===== config.mk =====
export PLATFORM = sky130hd
export DESIGN_NAME = per_id_cooldown_table
export DESIGN_NICKNAME = d
export VERILOG_FILES = /design/src/design/pcd_pkg.sv /design/src/design/per_id_cooldown_table.sv /design/src/design/pcd_front.sv /design/src/design/pcd_fifo.sv /design/src/design/pcd_back.sv
export SDC_FILE = /design/constraint.sdc
export NUM_CORES = 2
export LEC_CHECK = 0
export ABC_AREA = 1
export BUFFER_PORTS_ARGS = -buffer_cell sky130_fd_sc_hd__buf_4
export CAP_MARGIN = 20
export CORE_UTILIZATION = 57
export CTS_BUF_LIST = sky130_fd_sc_hd__clkbuf_4 sky130_fd_sc_hd__clkbuf_8 sky130_fd_sc_hd__clkbuf_16
export CTS_CLUSTER_DIAMETER = 40
export DETAILED_ROUTE_END_ITERATION = 8
export PLACE_DENSITY = 0.73
export SLEW_MARGIN = 20
export SYNTH_ARGS = -nofsm -noshare
export SYNTH_HDL_FRONTEND = slang
export SYNTH_SLANG_ARGS = --single-unit

===== constraint.sdc =====
create_clock -name clk -period 6 [get_ports clk]
set_clock_uncertainty 0.15 [all_clocks]
set_input_delay 1.8 -clock clk [delete_from_list [all_inputs] [get_ports clk]]
set_output_delay 1.8 -clock clk [all_outputs]
set_load 0.05 [all_outputs]

===== src/design/pcd_pkg.sv =====
package pcd_pkg;

  // Table geometry
  localparam int TABLE_ENTRIES = 32;
  localparam int IDX_W = (TABLE_ENTRIES > 1) ? $clog2(TABLE_ENTRIES) : 1;
  localparam int CNT_W = $clog2(TABLE_ENTRIES + 1);

  // Field widths
  localparam int ID_W = 16;
  localparam int TIME_W = 32;
  localparam int CD_W = 20;
  localparam int LIM_W = CD_W + 1;
  localparam int ENT_W = 6;

  localparam logic [CD_W-1:0] COOLDOWN_RESET = CD_W'(30000);

  // Queue between front and back
  localparam int QUEUE_DEPTH = 2;
  localparam int QPTR_W = (QUEUE_DEPTH > 1) ? $clog2(QUEUE_DEPTH) : 1;
  localparam int QCNT_W = $clog2(QUEUE_DEPTH + 1);

  typedef enum logic [1:0] {
    OUT_IGNORED  = 2'd0,
    OUT_BLOCKED  = 2'd1,
    OUT_RECORDED = 2'd2,
    OUT_FULL     = 2'd3
  } outcome_t;

  typedef enum logic [1:0] {
    B_IDLE,
    B_CHECK,
    B_COMPACT,
    B_FINISH
  } back_state_t;

  // One queued event
  typedef struct packed {
    logic [ID_W-1:0]   id;
    logic [TIME_W-1:0] now;
    logic              candidate;
  } item_t;

  // One table entry
  typedef struct packed {
    logic [ID_W-1:0]   id;
    logic [TIME_W-1:0] stamp;
  } entry_t;

  // Cooldown settings seen by the back end
  typedef struct packed {
    logic [CD_W-1:0]  cooldown;
    logic [LIM_W-1:0] limit2;
  } cfg_t;

endpackage


===== src/design/per_id_cooldown_table.sv =====
// Per-id cooldown table. Pulse start while busy is low to transfer one
// event; busy rises only when the two-entry event queue is full. Every
// event yields exactly one result, shown for one cycle with done high; the
// receiver cannot stall, so it must take each result as it comes. An event
// that is not a traveler entering the close zone is popped and answered by
// the back end from its idle state. A qualifying event streams the table, of
// up to 32 entries, through a memory with one read and one write port, one
// entry per cycle: a cooldown check pass, then a compaction pass, then a
// final update; the check pass ends early when it finds a blocking entry.
// Write cfg_wdata with cfg_we only while no event is pending.
module per_id_cooldown_table
  import pcd_pkg::*;
(
  input  logic              clk,
  input  logic              rst,
  input  logic              start,
  output logic              busy,
  input  logic [ID_W-1:0]   device_id,
  input  logic [TIME_W-1:0] now_ms,
  input  logic              is_traveler,
  input  logic              entered_close,
  input  logic              cfg_we,
  input  logic [CD_W-1:0]   cfg_wdata,
  output logic              done,
  output logic [1:0]        outcome,
  output logic [CD_W-1:0]   remaining_ms,
  output logic [ENT_W-1:0]  entries_in_use
);

  cfg_t             cfg;
  item_t            push_item;
  item_t            head_item;
  logic             push;
  logic             pop;
  logic             q_valid;
  logic             q_full;
  outcome_t         res_outcome;
  logic [CNT_W-1:0] count;

  pcd_front u_front (
    .clk           (clk),
    .rst           (rst),
    .start         (start),
    .device_id     (device_id),
    .now_ms        (now_ms),
    .is_traveler   (is_traveler),
    .entered_close (entered_close),
    .cfg_we        (cfg_we),
    .cfg_wdata     (cfg_wdata),
    .q_full        (q_full),
    .busy          (busy),
    .push          (push),
    .push_item     (push_item),
    .cfg           (cfg)
  );

  pcd_fifo u_fifo (
    .clk       (clk),
    .rst       (rst),
    .push      (push),
    .push_item (push_item),
    .pop       (pop),
    .head_item (head_item),
    .not_empty (q_valid),
    .full      (q_full)
  );

  pcd_back u_back (
    .clk           (clk),
    .rst           (rst),
    .cfg           (cfg),
    .q_valid       (q_valid),
    .q_item        (head_item),
    .pop           (pop),
    .res_valid     (done),
    .res_outcome   (res_outcome),
    .res_remaining (remaining_ms),
    .res_entries   (entries_in_use),
    .count         (count)
  );

  assign outcome = res_outcome;

`ifndef NO_ASSERTIONS
  a_count_bound: assert property (@(posedge clk) disable iff (rst)
    count <= CNT_W'(TABLE_ENTRIES))
    else $error("table count above capacity");

  a_blocked_rem: assert property (@(posedge clk) disable iff (rst)
    (done && outcome == OUT_BLOCKED) |->
      (remaining_ms != '0 && remaining_ms <= cfg.cooldown))
    else $error("blocked result with bad remaining time");

  a_other_rem: assert property (@(posedge clk) disable iff (rst)
    (done && outcome != OUT_BLOCKED) |-> remaining_ms == '0)
    else $error("remaining time on a result that was not blocked");

  a_entries: assert property (@(posedge clk) disable iff (rst)
    done |-> entries_in_use == ENT_W'(count))
    else $error("reported entry count differs from table count");
`endif

endmodule


===== src/design/pcd_front.sv =====
module pcd_front
  import pcd_pkg::*;
(
  input  logic              clk,
  input  logic              rst,
  input  logic              start,
  input  logic [ID_W-1:0]   device_id,
  input  logic [TIME_W-1:0] now_ms,
  input  logic              is_traveler,
  input  logic              entered_close,
  input  logic              cfg_we,
  input  logic [CD_W-1:0]   cfg_wdata,
  input  logic              q_full,
  output logic              busy,
  output logic              push,
  output item_t             push_item,
  output cfg_t              cfg
);

  logic [CD_W-1:0]  cooldown;
  logic [LIM_W-1:0] limit2;

  // Cooldown register, with the doubled limit kept alongside
  always_ff @(posedge clk) begin
    if (rst) begin
      cooldown <= COOLDOWN_RESET;
      limit2   <= {COOLDOWN_RESET, 1'b0};
    end else if (cfg_we) begin
      cooldown <= cfg_wdata;
      limit2   <= {cfg_wdata, 1'b0};
    end
  end

  assign cfg.cooldown = cooldown;
  assign cfg.limit2   = limit2;

  // Accept and classify
  assign busy = q_full;
  assign push = start && !q_full;
  assign push_item.id        = device_id;
  assign push_item.now       = now_ms;
  assign push_item.candidate = is_traveler && entered_close;

endmodule


===== src/design/pcd_fifo.sv =====
module pcd_fifo
  import pcd_pkg::*;
(
  input  logic  clk,
  input  logic  rst,
  input  logic  push,
  input  item_t push_item,
  input  logic  pop,
  output item_t head_item,
  output logic  not_empty,
  output logic  full
);

  item_t             slots [QUEUE_DEPTH];
  logic [QPTR_W-1:0] wr_ptr;
  logic [QPTR_W-1:0] rd_ptr;
  logic [QCNT_W-1:0] fill;

  function automatic logic [QPTR_W-1:0] ptr_inc(input logic [QPTR_W-1:0] p);
    if (p == QPTR_W'(QUEUE_DEPTH - 1)) begin
      return '0;
    end
    return QPTR_W'(p + 1'b1);
  endfunction

  // Storage
  always_ff @(posedge clk) begin
    if (push) begin
      slots[wr_ptr] <= push_item;
    end
  end

  // Pointers and fill level
  always_ff @(posedge clk) begin
    if (rst) begin
      wr_ptr <= '0;
      rd_ptr <= '0;
      fill   <= '0;
    end else begin
      if (push) begin
        wr_ptr <= ptr_inc(wr_ptr);
      end
      if (pop) begin
        rd_ptr <= ptr_inc(rd_ptr);
      end
      if (push && !pop) begin
        fill <= QCNT_W'(fill + 1'b1);
      end else if (pop && !push) begin
        fill <= QCNT_W'(fill - 1'b1);
      end
    end
  end

  assign head_item = slots[rd_ptr];
  assign not_empty = (fill != '0);
  assign full      = (fill == QCNT_W'(QUEUE_DEPTH));

endmodule


===== src/design/pcd_back.sv =====
module pcd_back
  import pcd_pkg::*;
(
  input  logic             clk,
  input  logic             rst,
  input  cfg_t             cfg,
  input  logic             q_valid,
  input  item_t            q_item,
  output logic             pop,
  output logic             res_valid,
  output outcome_t         res_outcome,
  output logic [CD_W-1:0]  res_remaining,
  output logic [ENT_W-1:0] res_entries,
  output logic [CNT_W-1:0] count
);

  back_state_t state, state_next;

  logic [CNT_W-1:0]  issue_cnt, issue_cnt_next;
  logic              pend, pend_next;
  logic [CNT_W-1:0]  wr_cnt, wr_cnt_next;
  logic              found, found_next;
  logic [CNT_W-1:0]  count_next;
  logic [ID_W-1:0]   cur_id, cur_id_next;
  logic [TIME_W-1:0] cur_now, cur_now_next;

  logic              res_valid_next;
  outcome_t          res_outcome_next;
  logic [CD_W-1:0]   res_remaining_next;
  logic [ENT_W-1:0]  res_entries_next;

  // Table memory, one read and one write port
  entry_t            mem [TABLE_ENTRIES];
  entry_t            rd_data;
  logic              rd_en;
  logic [IDX_W-1:0]  rd_addr;
  logic              wr_en;
  logic [IDX_W-1:0]  wr_addr;
  entry_t            wr_data;

  logic [TIME_W-1:0] age;
  logic              id_hit;
  logic              young;
  logic              keep;
  logic              issue_more;
  logic              scan_done;
  logic              has_room;
  logic [CNT_W-1:0]  fin_count;

  always_ff @(posedge clk) begin
    if (wr_en) begin
      mem[wr_addr] <= wr_data;
    end
    if (rd_en) begin
      rd_data <= mem[rd_addr];
    end
  end

  // Evaluate the entry returned by the memory
  assign age        = cur_now - rd_data.stamp;
  assign id_hit     = (rd_data.id == cur_id);
  assign young      = (age < TIME_W'(cfg.cooldown));
  assign keep       = (age < TIME_W'(cfg.limit2));
  assign issue_more = (issue_cnt < count);
  assign scan_done  = !pend && !issue_more;
  assign has_room   = (wr_cnt < CNT_W'(TABLE_ENTRIES));
  assign fin_count  = (found || !has_room) ? wr_cnt : CNT_W'(wr_cnt + 1'b1);

  // Next state
  always_comb begin
    state_next = state;
    case (state)
      B_IDLE: begin
        if (q_valid && q_item.candidate) begin
          state_next = B_CHECK;
        end
      end
      B_CHECK: begin
        if (pend && id_hit && young) begin
          state_next = B_IDLE;
        end else if (scan_done) begin
          state_next = B_COMPACT;
        end
      end
      B_COMPACT: begin
        if (scan_done) begin
          state_next = B_FINISH;
        end
      end
      B_FINISH: begin
        state_next = B_IDLE;
      end
      default: begin
        state_next = B_IDLE;
      end
    endcase
  end

  // Datapath and memory controls
  always_comb begin
    issue_cnt_next     = issue_cnt;
    pend_next          = 1'b0;
    wr_cnt_next        = wr_cnt;
    found_next         = found;
    count_next         = count;
    cur_id_next        = cur_id;
    cur_now_next       = cur_now;
    res_valid_next     = 1'b0;
    res_outcome_next   = res_outcome;
    res_remaining_next = res_remaining;
    res_entries_next   = res_entries;
    pop                = 1'b0;
    rd_en              = 1'b0;
    rd_addr            = issue_cnt[IDX_W-1:0];
    wr_en              = 1'b0;
    wr_addr            = wr_cnt[IDX_W-1:0];
    wr_data.id         = cur_id;
    wr_data.stamp      = cur_now;
    case (state)
      B_IDLE: begin
        if (q_valid) begin
          pop = 1'b1;
          if (!q_item.candidate) begin
            res_valid_next     = 1'b1;
            res_outcome_next   = OUT_IGNORED;
            res_remaining_next = '0;
            res_entries_next   = ENT_W'(count);
          end else begin
            cur_id_next    = q_item.id;
            cur_now_next   = q_item.now;
            issue_cnt_next = '0;
          end
        end
      end
      B_CHECK: begin
        // Stream reads, look for a live entry of the same id
        if (issue_more) begin
          rd_en          = 1'b1;
          issue_cnt_next = CNT_W'(issue_cnt + 1'b1);
          pend_next      = 1'b1;
        end
        if (pend && id_hit && young) begin
          res_valid_next     = 1'b1;
          res_outcome_next   = OUT_BLOCKED;
          res_remaining_next = cfg.cooldown - age[CD_W-1:0];
          res_entries_next   = ENT_W'(count);
        end else if (scan_done) begin
          issue_cnt_next = '0;
          wr_cnt_next    = '0;
          found_next     = 1'b0;
        end
      end
      B_COMPACT: begin
        // Keep fresh entries in order, refresh the matching one
        if (issue_more) begin
          rd_en          = 1'b1;
          issue_cnt_next = CNT_W'(issue_cnt + 1'b1);
          pend_next      = 1'b1;
        end
        if (pend && keep) begin
          wr_en         = 1'b1;
          wr_data.id    = rd_data.id;
          wr_data.stamp = (id_hit && !found) ? cur_now : rd_data.stamp;
          wr_cnt_next   = CNT_W'(wr_cnt + 1'b1);
          if (id_hit) begin
            found_next = 1'b1;
          end
        end
      end
      B_FINISH: begin
        // Append when the id is new and there is room
        if (!found && has_room) begin
          wr_en = 1'b1;
        end
        count_next         = fin_count;
        res_valid_next     = 1'b1;
        res_outcome_next   = (found || has_room) ? OUT_RECORDED : OUT_FULL;
        res_remaining_next = '0;
        res_entries_next   = ENT_W'(fin_count);
      end
      default: begin
      end
    endcase
  end

  // Control registers
  always_ff @(posedge clk) begin
    if (rst) begin
      state     <= B_IDLE;
      pend      <= 1'b0;
      count     <= '0;
      res_valid <= 1'b0;
    end else begin
      state     <= state_next;
      pend      <= pend_next;
      count     <= count_next;
      res_valid <= res_valid_next;
    end
  end

  // Payload registers
  always_ff @(posedge clk) begin
    issue_cnt     <= issue_cnt_next;
    wr_cnt        <= wr_cnt_next;
    found         <= found_next;
    cur_id        <= cur_id_next;
    cur_now       <= cur_now_next;
    res_outcome   <= res_outcome_next;
    res_remaining <= res_remaining_next;
    res_entries   <= res_entries_next;
  end

endmodule

; ---- Word level (Yosys, flattened, before mapping)
; Memories as Yosys holds them, arrays and structs flattened. A register that Yosys moved wholly into a read port is not among the register bits.
; Cells that the tools add are included.
; W data, S select, Z words.
[totals]
input_bits = 74
ramBits = 1634
word_cells = 145
memories = 2
reg_bits = 123
output_inout_bits = 30
[classes]
n_mux = 66
magnitude_cmp = 4
reduce_logical = 33
eq_ne = 16
addsub = 8
[memory_table]
columns = name, words, width, read_ports, rd_ports_with_merged_regs, wr, line_no
row1 = u_back.mem, 32, 48, 1, 1, 1, pcd_back.sv:33  ; entry_t mem [TABLE_ENTRIES];
row2 = u_fifo.slots, 2, 49, 1, 1, 1, pcd_fifo.sv:14  ; item_t slots [QUEUE_DEPTH];
[op_table]
columns = op, count
row1 = $mux W48, 2
row2 = $mux W6, 12
row3 = $mux W20, 3
row4 = $pmux W20 S3, 1
row5 = $pmux W6 S3, 2
row6 = $lt A32 B20 Y1, 1
row7 = $lt A32 B21 Y1, 1
row8 = $mux W32, 1
row9 = $sub A32 B32 Y32, 1
row10 = $mux W1, 30
row11 = $sub A20 B20 Y20, 1
row12 = $mux W2, 9
row13 = $eq A16 B16 Y1, 1
row14 = $ne A2 B1 Y1 const B, 8
row15 = $add A6 B1 Y6 const B, 2
row16 = $pmux W6 S2, 1
row17 = $logic_and A1 B1 Y1, 11
row18 = $reduce_and A3 Y1, 3
row19 = $pmux W2 S4, 1
row20 = $reduce_and A4 Y1, 2
row21 = $logic_not A1 Y1, 7
row22 = $eq A2 B2 Y1 const B, 3
row23 = $lt A6 B6 Y1, 1
row24 = $lt A6 B6 Y1 const B, 1
row25 = 15 further kinds, 22

; ---- Depth between registers and ports, before layout
[depth]
depth_word = 8
mapped_depth = 27
ltp_nobuf = 27

; ---- Hierarchy
; From an unflattened synthesis, not the netlist that was laid out.
[hier_totals]
cells_unflattened = 5831
hier_area_um2 = 74951.9
[modules_own_cells]
columns = mod, cells_each, seq_area_each_um2, area_per_inst_um2, n_inst
row1 = pcd_back, 5457, 50438.4, 69803.2, 1
row2 = pcd_fifo, 185, 3042.9, 3807.4, 1
row3 = pcd_front, 189, 400.4, 1341.3, 1

; ---- Worst setup path after synthesis
; No wires, ideal clock.
[synth_path]
kind = reg2reg
from = register u_back.cur_now[0]
to = memory u_back.mem[15][0] in the netlist's numbering, enable pin
n_path_buf = 1
setup_time_ps = 469
slack_ps = 181
path_stages_with_launch = 20
required_ps = 5381
arrival_ps = 5200
synth_period_minus_slack_ps = 5819
cell_sequence = edfxtp_1 inv_1 ha_1 inv_1 fa_1 nand3_1 nand3_1 nand2_1 nand2_1 a31o_2 xor2_1 ha_1 a21oi_1 nor2_1 a211oi_1 nor2_1 nor2_4 nand3_4 buf_2 a21oi_1
[synth_between]
elab_chain_len = 7
[synth_lines]
columns = element, line_no
row1 = start: declaration, pcd_back.sv:25  ; logic [TIME_W-1:0] cur_now, cur_now_next;
row2 = start signal: assignment, pcd_back.sv:207  ; cur_now <= cur_now_next;
row3 = $sub A32 B32 Y32, pcd_back.sv:60  ; assign age = cur_now - rd_data.stamp;
row4 = $lt A32 B21 Y1, pcd_back.sv:63  ; assign keep = (age < TIME_W'(cfg.limit2));
row5 = $logic_and A1 B1 Y1, pcd_back.sv:160  ; if (pend && keep) begin
row6 = $mux W1, pcd_back.sv:160
row7 = $pmux W1 S2, pcd_back.sv:119  ; case (state)
row8 = $mux W1, pcd_back.sv:51  ; if (wr_en) begin
row9 = $mux W1 (implied by the code), pcd_back.sv:52  ; mem[wr_addr] <= wr_data;
row10 = end: declaration, pcd_back.sv:33
; Every way passes these cells.

==> impl_metrics.json <==
{
  "met2_usage": 0.476,
  "dp_slack_ns": 0.779,
  "cpPeakStageDelay_ns": 0.53,
  "vias_per_cell": 6.40,
  "syn_area_um2": 74200,
  "r2r_end": "u_back.mem[8][23]",
  "pwr-share-seq": 0.372,
  "grt_max_degree": 220,
  "placed_area_um2": 77700,
  "worst_pin_slew_ns": 1.30,
  "timing.final.crit_period_ns": 5.24,
  "p_sw_frac": 0.372,
  "cp.required_ns": 6.18,
  "layout.nets": 6065,
  "timing.critical_path.buf_inv": 2,
  "die_h_um": 363,
  "synth_top_family_by_area": "compound AO/OA/AOI/OAI gates",
  "design_area_um2": 84300,
  "clk_pin_slew_ns": 0.06,
  "fin_crit_sh": 0.874,
  "drive_gt1_frac": 0.121,
  "pwr-share-comb": 0.340,
  "ctsHoldBuffers": 0,
  "crit_end": "u_back.mem[8][23]",
  "cts_buffer_depth": 3,
  "coreArea_um2": 128000,
  "hold_path_class": "reg2reg",
  "power.density_nw_per_um2": 506,
  "grt_pass1_vias": 47738,
  "vias": 49796,
  "syn_inst": 5781,
  "dr.pass1.iters": 6,
  "rrSetupSlack_ns": 0.76,
  "synth_compound_area_frac": 0.121,
  "initial_core_util": 0.578,
  "track_usage": 0.309,
  "num_rows": 131,
  "path_max_fanout": 32,
  "layout_commonest_cell": "edfxtp_1",
  "intPower_mw": 26.8,
  "yosysWarnings": 0,
  "routedWlPerCell_um": 26.3,
  "overflow": 0,
  "gp_congestion": 0.942,
  "portBuffers": 103,
  "cts_resized": 0,
  "synthesis.nets": 5961,
  "synth_edf_count": 1771,
  "p_sw_mw": 15.9,
  "slew_violations": 0,
  "dp_hpwl_um": 112000,
  "drt-total-wl_um": 205000,
  "rr_worst_depth": 19,
  "fin_ws_ns": 0.759,
  "synth_xor_area_frac": 0.00484,
  "async_flop_share": 0,
  "final_util": 0.657,
  "worstSetupPathType": "reg2reg",
  "power.total_mw": 42.7,
  "critPathSlowestCell": "nand2_1",
  "cts_root_buffer": "clkbuf_16",
  "final_cell_mix": "1771 x edfxtp_1, 956 x nor2_1, 885 x o21ai_0",
  "cap_viol_max_count": 0,
  "grt-busiest-layer": "met2",
  "cp_cell_sequence": "ha_1 > nand2_1 > nor2_1 > nand3_1 > nand3_1 > a31o_2 > xnor2_1 > inv_1 > ha_1 > a21oi_1 > nor2_1 > a211oi_1 > nand3b_1 > nand3_1 > nor2_4 > nand3_4 > buf_4 > nand2_1 > nand2_1",
  "clock-sinks": 1806,
  "worstSetupStartpointType": "register",
  "dieArea_um2": 132000,
  "antenna_found_initial": 11,
  "numCtsBuffers": 193,
  "post_cts_buffers": 0,
  "vdd_ir_drop_max_v": 0.000748,
  "use_met1": 0.437,
  "drtIter0Drc": 7524,
  "ys_types": 47,
  "hold_viol": 0,
  "synthSimpleGateAreaFrac": 0.0903,
  "fin_tns_setup_ns": 0,
  "synthFlopType": "edfxtp_1",
  "crit_start": "u_back.cur_now[8]",
  "grt_pass1_wl_um": 302000,
  "p_leak_nw": 28.6,
  "synth_mux_area_frac": 0.00729,
  "ctsHtreeMaxLevel": 4,
  "drc": 0,
  "fmax_ghz": 0.191,
  "die_w_um": 363,
  "setup_viol": 0,
  "synth.avg_cell_area_um2": 12.8,
  "critPathTopFamily": "simple AND/OR/NAND/NOR gates",
  "path_depth": 19,
  "cts_tree": "built",
  "crit_arrival_ns": 5.42,
  "power_frac_clock": 0.287,
  "synth_fa_ha_area_frac": 0.0181,
  "io_pins": 104,
  "status": "finished clean",
  "r2r_start": "u_back.cur_now[8]",
  "synth_seq_cells": 1806,
  "rsz0062_at_grt": "no",
  "end_kind": "register",
  "slew_headroom": 0.132,
  "grt_util_met3": 0.0706,
  "ant_nets": 0,
  "area_growth_pct": 13.7,
  "synth-seq-area-share": 0.726,
  "clock_latency_ns": 0.82
}
[cells by family after synthesis]
| logic type | after synthesis |
|---|---|
| flip-flops | 1806 |
| AND/OR/NAND/NOR | 1664 |
| AO/OA/AOI/OAI | 1497 |
| buffers and inverters | 619 |
| adder cells (fa/ha/maj) | 106 |
| multiplexers | 48 |
| XOR/XNOR | 41 |
[worst min-delay path by stage]
stage / to / startpoint / depth (start not counted) / slack [ns]
2_1_floorplan: register / u_fifo.rd_ptr / 1 / 0.28
3_3_place_gp: register / u_fifo.rd_ptr / 1 / 0.28
3_5_place_dp: register / u_fifo.rd_ptr / 1 / 0.30
4_1_cts: register / u_fifo.rd_ptr / 1 / 0.34
5_1_grt: register / u_fifo.rd_ptr / 1 / 0.37
6_report: register / u_fifo.rd_ptr / 1 / 0.34
[layer usage]
metal	vias up	wire length (um)
met3	505	25100
met2	3234	93000
met1	24383	79800
met5	-	106
li1	21660	-
met4	14	6960
[synth_stat cells, types with 3 or more instances]
cell,number,share of area
nor3_1,10,0.00067
and2_1,5,0.00042
nand4_1,13,0.0011
o21bai_1,3,0.00030
edfxtp_1,1771,0.72
o211ai_1,3,0.00030
a32oi_1,40,0.0047
clkinv_1,4,0.00020
xnor2_1,19,0.0022
o22ai_1,105,0.0089
o21a_1,4,0.00040
buf_2,8,0.00054
inv_2,4,0.00020
ha_1,104,0.018
nand3b_1,4,0.00040
inv_1,255,0.013
a21oi_1,105,0.0071
mux2_2,48,0.0073
buf_1,19,0.00096
o21ai_0,888,0.060
nor2_1,991,0.050
nand2_1,434,0.022
dfxtp_1,35,0.0094
a21boi_0,5,0.00051
nand2_2,12,0.0010
xor2_1,22,0.0026
o221ai_1,285,0.034
clkbuf_1,323,0.016
nor2_2,11,0.00093
nand3_2,3,0.00040
a31oi_1,51,0.0043
buf_6,6,0.00091
nand3_1,170,0.011
[power groups by stage]
stage / Combinational (mW) / Sequential [mW] / Clock (mW)
2_1_floorplan: 8.98 / 16.3 / 0
6_report: 14.5 / 15.9 / 12.3
3_5_place_dp: 14.1 / 16.1 / 0
3_3_place_gp: 13.8 / 16.1 / 0
5_1_grt: 15.7 / 15.9 / 12.8
4_1_cts: 14.2 / 15.9 / 12.3
[metrics by stage]
| stage | instances | hold slack (ns) |
|---|---|---|
| floorplan | 5781 | 0.275 |
| global placement | 7419 | 0.275 |
| detailed placement | 7419 | 0.301 |
| CTS | 7777 | 0.338 |
| global route | 7777 | 0.367 |
| finish | 7778 | 0.341 |
[sequential cells by signal, summed over array words and instances, names as in the netlist, named ones only]
name / count
u_back.state: 1
u_back.res_valid: 1
u_back.pend: 1
u_front.limit2: 20
u_back.cur_id: 16
u_fifo.slots: 98
u_back.rd_data: 48
u_fifo.fill: 2
u_back.res_entries: 6
u_back.issue_cnt: 6
u_back.res_remaining: 20
u_back.count: 6
u_back.mem: 1536
u_back.found: 1
u_back.res_outcome: 2
u_fifo.rd_ptr: 1
u_back.cur_now: 32
u_fifo.wr_ptr: 1
u_back.wr_cnt: 6
[cell type report]
cell class	count	area, um^2
inverters	263	1010
diodes	1	2.50
multi-input cells	3356	18200
well taps	1729	2160
fillers	8925	44000
clock buffers	237	5230
clock inverters	121	1390
repair buffers	265	2460
flip-flops and latches	1806	53900
Note: power is estimated with default switching activity, not from simulation.
